### config.mk
export PLATFORM = sky130hd
export DESIGN_NAME = psbk_ctrl
export DESIGN_NICKNAME = d
export VERILOG_FILES = /design/src/design/psbk_pkg.sv /design/src/design/psbk_ctrl.sv
export SDC_FILE = /design/constraint.sdc
export NUM_CORES = 1
export LEC_CHECK = 0
export BUFFER_PORTS_ARGS = -buffer_cell sky130_fd_sc_hd__buf_2
export CORE_AREA = 5 5 42 44
export CTS_CLUSTER_SIZE = 25
export DETAILED_ROUTE_END_ITERATION = 8
export DIE_AREA = 0 0 47 49
export SLEW_MARGIN = 20
export SYNTH_ARGS = -nofsm -noshare
export SYNTH_HDL_FRONTEND = slang
export SYNTH_SLANG_ARGS = --single-unit
### constraint.sdc
create_clock -name clock -period 1.3 [get_ports clock]
set_input_delay 0.26 -clock clock [delete_from_list [all_inputs] [get_ports clock]]
set_output_delay 0.26 -clock clock [all_outputs]
set_load 0.02 [all_outputs]
### src/design/psbk_pkg.sv
`default_nettype none
package psbk_pkg;

   localparam int MAX_ITEMS_DEF = 64;
   localparam int WORD_W        = 32;
   localparam int PAIR_W        = 2 * WORD_W;

   typedef enum logic [2:0] {
      ST_IDLE,
      ST_INS_RD,
      ST_INS_CMP,
      ST_OUT_RD,
      ST_OUT_SEND
   } state_type;

   typedef struct packed {
      logic accept;
      logic set_ovf;
      logic ins_rd;
      logic write_new;
      logic shift;
      logic count_inc;
      logic out_rd;
      logic out_next;
      logic clear;
   } ctrl_cmd_type;

   typedef struct packed {
      logic count_full;
      logic pos_zero;
      logic key_le;
      logic item_last;
      logic out_last;
   } ctrl_sts_type;

endpackage
`default_nettype wire

### src/design/psbk_ctrl.sv
`default_nettype none
module psbk_ctrl (
   input  wire                           clock,
   input  wire                           reset,
   input  wire                           req_tvalid,
   input  wire                           req_tlast,
   output logic                          req_tready,
   output logic                          rsp_tvalid,
   input  wire                           rsp_tready,
   output psbk_pkg::ctrl_cmd_type        cmd,
   input  wire  psbk_pkg::ctrl_sts_type  sts
);
   import psbk_pkg::*;

   state_type state_ff, state_in;

   always_ff @(posedge clock) begin
      if (reset) begin
         state_ff <= ST_IDLE;
      end else begin
         state_ff <= state_in;
      end
   end

   always_comb begin
      state_in = state_ff;
      unique case (state_ff)
         ST_IDLE: begin
            if (req_tvalid) begin
               if (!sts.count_full) begin
                  state_in = ST_INS_RD;
               end else if (req_tlast) begin
                  state_in = ST_OUT_RD;
               end
            end
         end
         ST_INS_RD: begin
            if (sts.pos_zero) begin
               state_in = sts.item_last ? ST_OUT_RD : ST_IDLE;
            end else begin
               state_in = ST_INS_CMP;
            end
         end
         ST_INS_CMP: begin
            if (sts.key_le) begin
               state_in = sts.item_last ? ST_OUT_RD : ST_IDLE;
            end else begin
               state_in = ST_INS_RD;
            end
         end
         ST_OUT_RD: begin
            state_in = ST_OUT_SEND;
         end
         ST_OUT_SEND: begin
            if (rsp_tready) begin
               state_in = sts.out_last ? ST_IDLE : ST_OUT_RD;
            end
         end
         default: begin
            state_in = ST_IDLE;
         end
      endcase
   end

   always_comb begin
      cmd        = '0;
      req_tready = 1'b0;
      rsp_tvalid = 1'b0;
      unique case (state_ff)
         ST_IDLE: begin
            req_tready  = 1'b1;
            cmd.accept  = req_tvalid;
            cmd.set_ovf = req_tvalid & sts.count_full;
         end
         ST_INS_RD: begin
            // An empty slot at the bottom of the store takes the new pair at once.
            if (sts.pos_zero) begin
               cmd.write_new = 1'b1;
               cmd.count_inc = 1'b1;
            end else begin
               cmd.ins_rd = 1'b1;
            end
         end
         ST_INS_CMP: begin
            if (sts.key_le) begin
               cmd.write_new = 1'b1;
               cmd.count_inc = 1'b1;
            end else begin
               cmd.shift = 1'b1;
            end
         end
         ST_OUT_RD: begin
            cmd.out_rd = 1'b1;
         end
         ST_OUT_SEND: begin
            rsp_tvalid = 1'b1;
            if (rsp_tready) begin
               cmd.clear    = sts.out_last;
               cmd.out_next = ~sts.out_last;
            end
         end
         default: begin
            cmd = '0;
         end
      endcase
   end

endmodule
`default_nettype wire

==> key figures <==
Final layout
  • Area Overhead vs Synth: 91.51%
  • Ant diodes: 0
  • Largest register FFs: 3
  • Leading registers by flop count: state_ff: 3 flops
  • Biggest register: state_ff
  • Share of cells above drive strength 1: 0.7429
  • Filler cells: approximately 140
  • # nets final: 81
  • Non-filler cells, final: 86

Clock tree
  • Reg clk slew, reported paths: 0.04 ns
  • Clk Latency, worst-skew pair: about 0.23 ns
  • CTS Root Cell: clkbuf_4
  • CTS tree: built
  • Clk buf depth: 2
  • Sink Count: 3
  • H-tree depth: 1
  • Num CTS Buffers: 3

Timing
  • Setup TNS: -0.9763 ns
  • Slew headroom: 0.8122
  • # setup viols final: 10
  • Slack of the critical path: -0.1912 ns
  • Final Slew Violations: 0
  • RSZ-0062 raised after global routing: true
  • Clock skew: 0.003105 ns
  • Least-Margin Pin Slew: between 0.2 and 0.3 ns
  • F_max: 0.6706 GHz
  • Period minus WS final: about 1.5 ns
  • Fin crit share: 1.147
  • Hold Fails Final Rpt: 0

Synth
  • Synth Register Bits: 3
  • Mapped Area: 339.1 um^2
  • Synth top area share: 0.1771
  • Register area share after synthesis: 0.1771
  • Main flop type after synthesis: dfxtp_1
  • Area contributors post-synth: dfxtp_1 18%, nor2b_1 7.4%, buf_6 6.6%
  • Synth area leader: dfxtp_1
  • Mapped Cells: 42
  • Top-count cell post-synth: nor2b_1
  • Syn Area/Cell: 8.073 um^2
  • Number of synthesized flops with an enable pin: 0
  • Post-Syn Nets: 52
  • Commonest cells in the synthesized netlist: 4 x nor2b_1, 3 x and3_1, 3 x dfxtp_1, 3 x nor2_1
  • Synth warn: 0
  • Async set-or-reset flop fraction in the synthesized netlist: 0
  • Netlist cell types: 27

Global route
  • First-pass GRT wire length: approximately 1.8 mm
  • GRT Overall Usage: 0.1112
  • Vias in the first global route: 432
  • GR Overflow Total: 0
  • Initial antenna violation count: 0
  • Largest net degree at the start of global routing: 9

Placed design
  • Placer Congestion: around 0.75
  • Place WS: 0.02306 ns
  • Number of port buffers: 20
  • Post-DP HPWL: 795.8 um
  • Cells after DPL: 79

Drt
  • Drt wl/cell: 13.90 um
  • Routed wire length: 1.195 mm
  • Uppermost routed layer: met4
  • Detail Route Antenna Nets: 0
  • Via density: 4.930
  • Starting DRC count in detailed routing: 6
  • Residual DRC: 0
  • WL met2: 549 um
  • M1 WL: 478 um
  • Via count: 424
  • Met3 wire len: 127 um
  • Pre-antenna DRT Iters: 4

Floorplan
  • Die footprint: between 0.002 and 0.0025 mm^2
  • DIE HEIGHT: 49 um
  • Core ar.: ~0.0014 mm^2
  • Die Wd: 47 um
  • FP Rows: 14
  • Initial Utilization: 0.2420
  • I/O Pins: 21

Outcome
  • Run status: finished with violations
  • Failing checks: negative setup slack

Pwr
  • Leak: between 0.2 and 0.3 nW
  • Tot Pwr: 0.7017 mW
  • Pwr Density: 1081 mW/mm^2
  • Maximum vdd drop: 0.5268 mV

Setup path
  • Worst setup SP type: flop
  • Critical path endpoint category: output pin
  • Critical Path AT: between 1 and 1.5 ns
  • Worst Path Required: about 1.0 ns
  • Worst Path Max Fanout: 8
  • Worst Setup Path Type: flop to output pin

Run
  • Max-cap violations: 0

Min path
  • Worst hold path type: input pin to flop
[worst max-delay path, cell delays in order (launching register included)]
cell	delay, ns
dfxtp_4	0.37
and4bb_2	0.34
nor2b_4	0.16
buf_6	0.13
[cell families after synthesis]
group,share of synthesized area
AO/OA/AOI/OAI,0.2694
AND/OR/NAND/NOR,0.4280
flip-flops,0.1771
buffers and inverters,0.1255
[placed cells by master, fill, tap and decap left out, types with 2 or more instances in the layout]
| cell type | n |
|---|---|
| buf_6 | 9 |
| dfxtp_4 | 3 |
| buf_4 | 10 |
| buf_2 | 9 |
| nor2_2 | 2 |
| nor2b_4 | 2 |
| nor2b_1 | 2 |
| inv_2 | 2 |
| o21ai_0 | 2 |
| clkbuf_4 | 3 |
| and3_1 | 2 |
[metrics by stage]
stage          instance area, um^2  hold WS, ns    util
6_report                     649.4       0.2234  0.4634
3_5_place_dp                 481.7       0.4571  0.3438
4_1_cts                      614.3       0.2118  0.4384
3_3_place_gp                 481.7       0.4573  0.3438
5_1_grt                      649.4       0.2179  0.4634
2_1_floorplan                362.8       0.3255       -
[layer usage]
metal	up-vias	track usage
met5	-	0
met4	0	0.04147
met3	4	0.04059
met2	21	0.1787
met1	192	0.1294
li1	207	-
[final cells by class]
cell class	instances	area, um^2	share of cell area
Tap cell	16	20.02	0.03083
Inverter	2	7.507	0.01156
Timing Repair Buffer	28	221.5	0.3410
Sequential cell	3	71.32	0.1098
Multi-Input combinational cell	33	302.8	0.4663
Clock buffer	4	26.28	0.04046
[report_power, final]
group | switching [mW] | leakage, nW | internal [mW]
registers | 0.0279 | 0.0267 | 0.108
clock network | 0.0468 | 0.0150 | 0.115
logic | 0.184 | 0.249 | 0.219
total | 0.259 | 0.291 | 0.443
[final timing paths]
path	from	endpoint	slack [ns]	cells past startpoint
min	reset	state_ff[0]	0.22	2
min reg2reg	state_ff[0]	state_ff[0]	0.61	2
max reg2reg	state_ff[0]	state_ff[1]	0.03	5
max	state_ff[1]	cmd[1]	-0.19	3
[repair_timing]
action | CTS | global route
hold buffers | 0 | 0
setup endpoints to repair | 11 | 12
pin swaps | 5 | 2
setup buffers | 3 | 0
gates resized for setup | 29 | 8
Power figures use the tool's default switching activity.
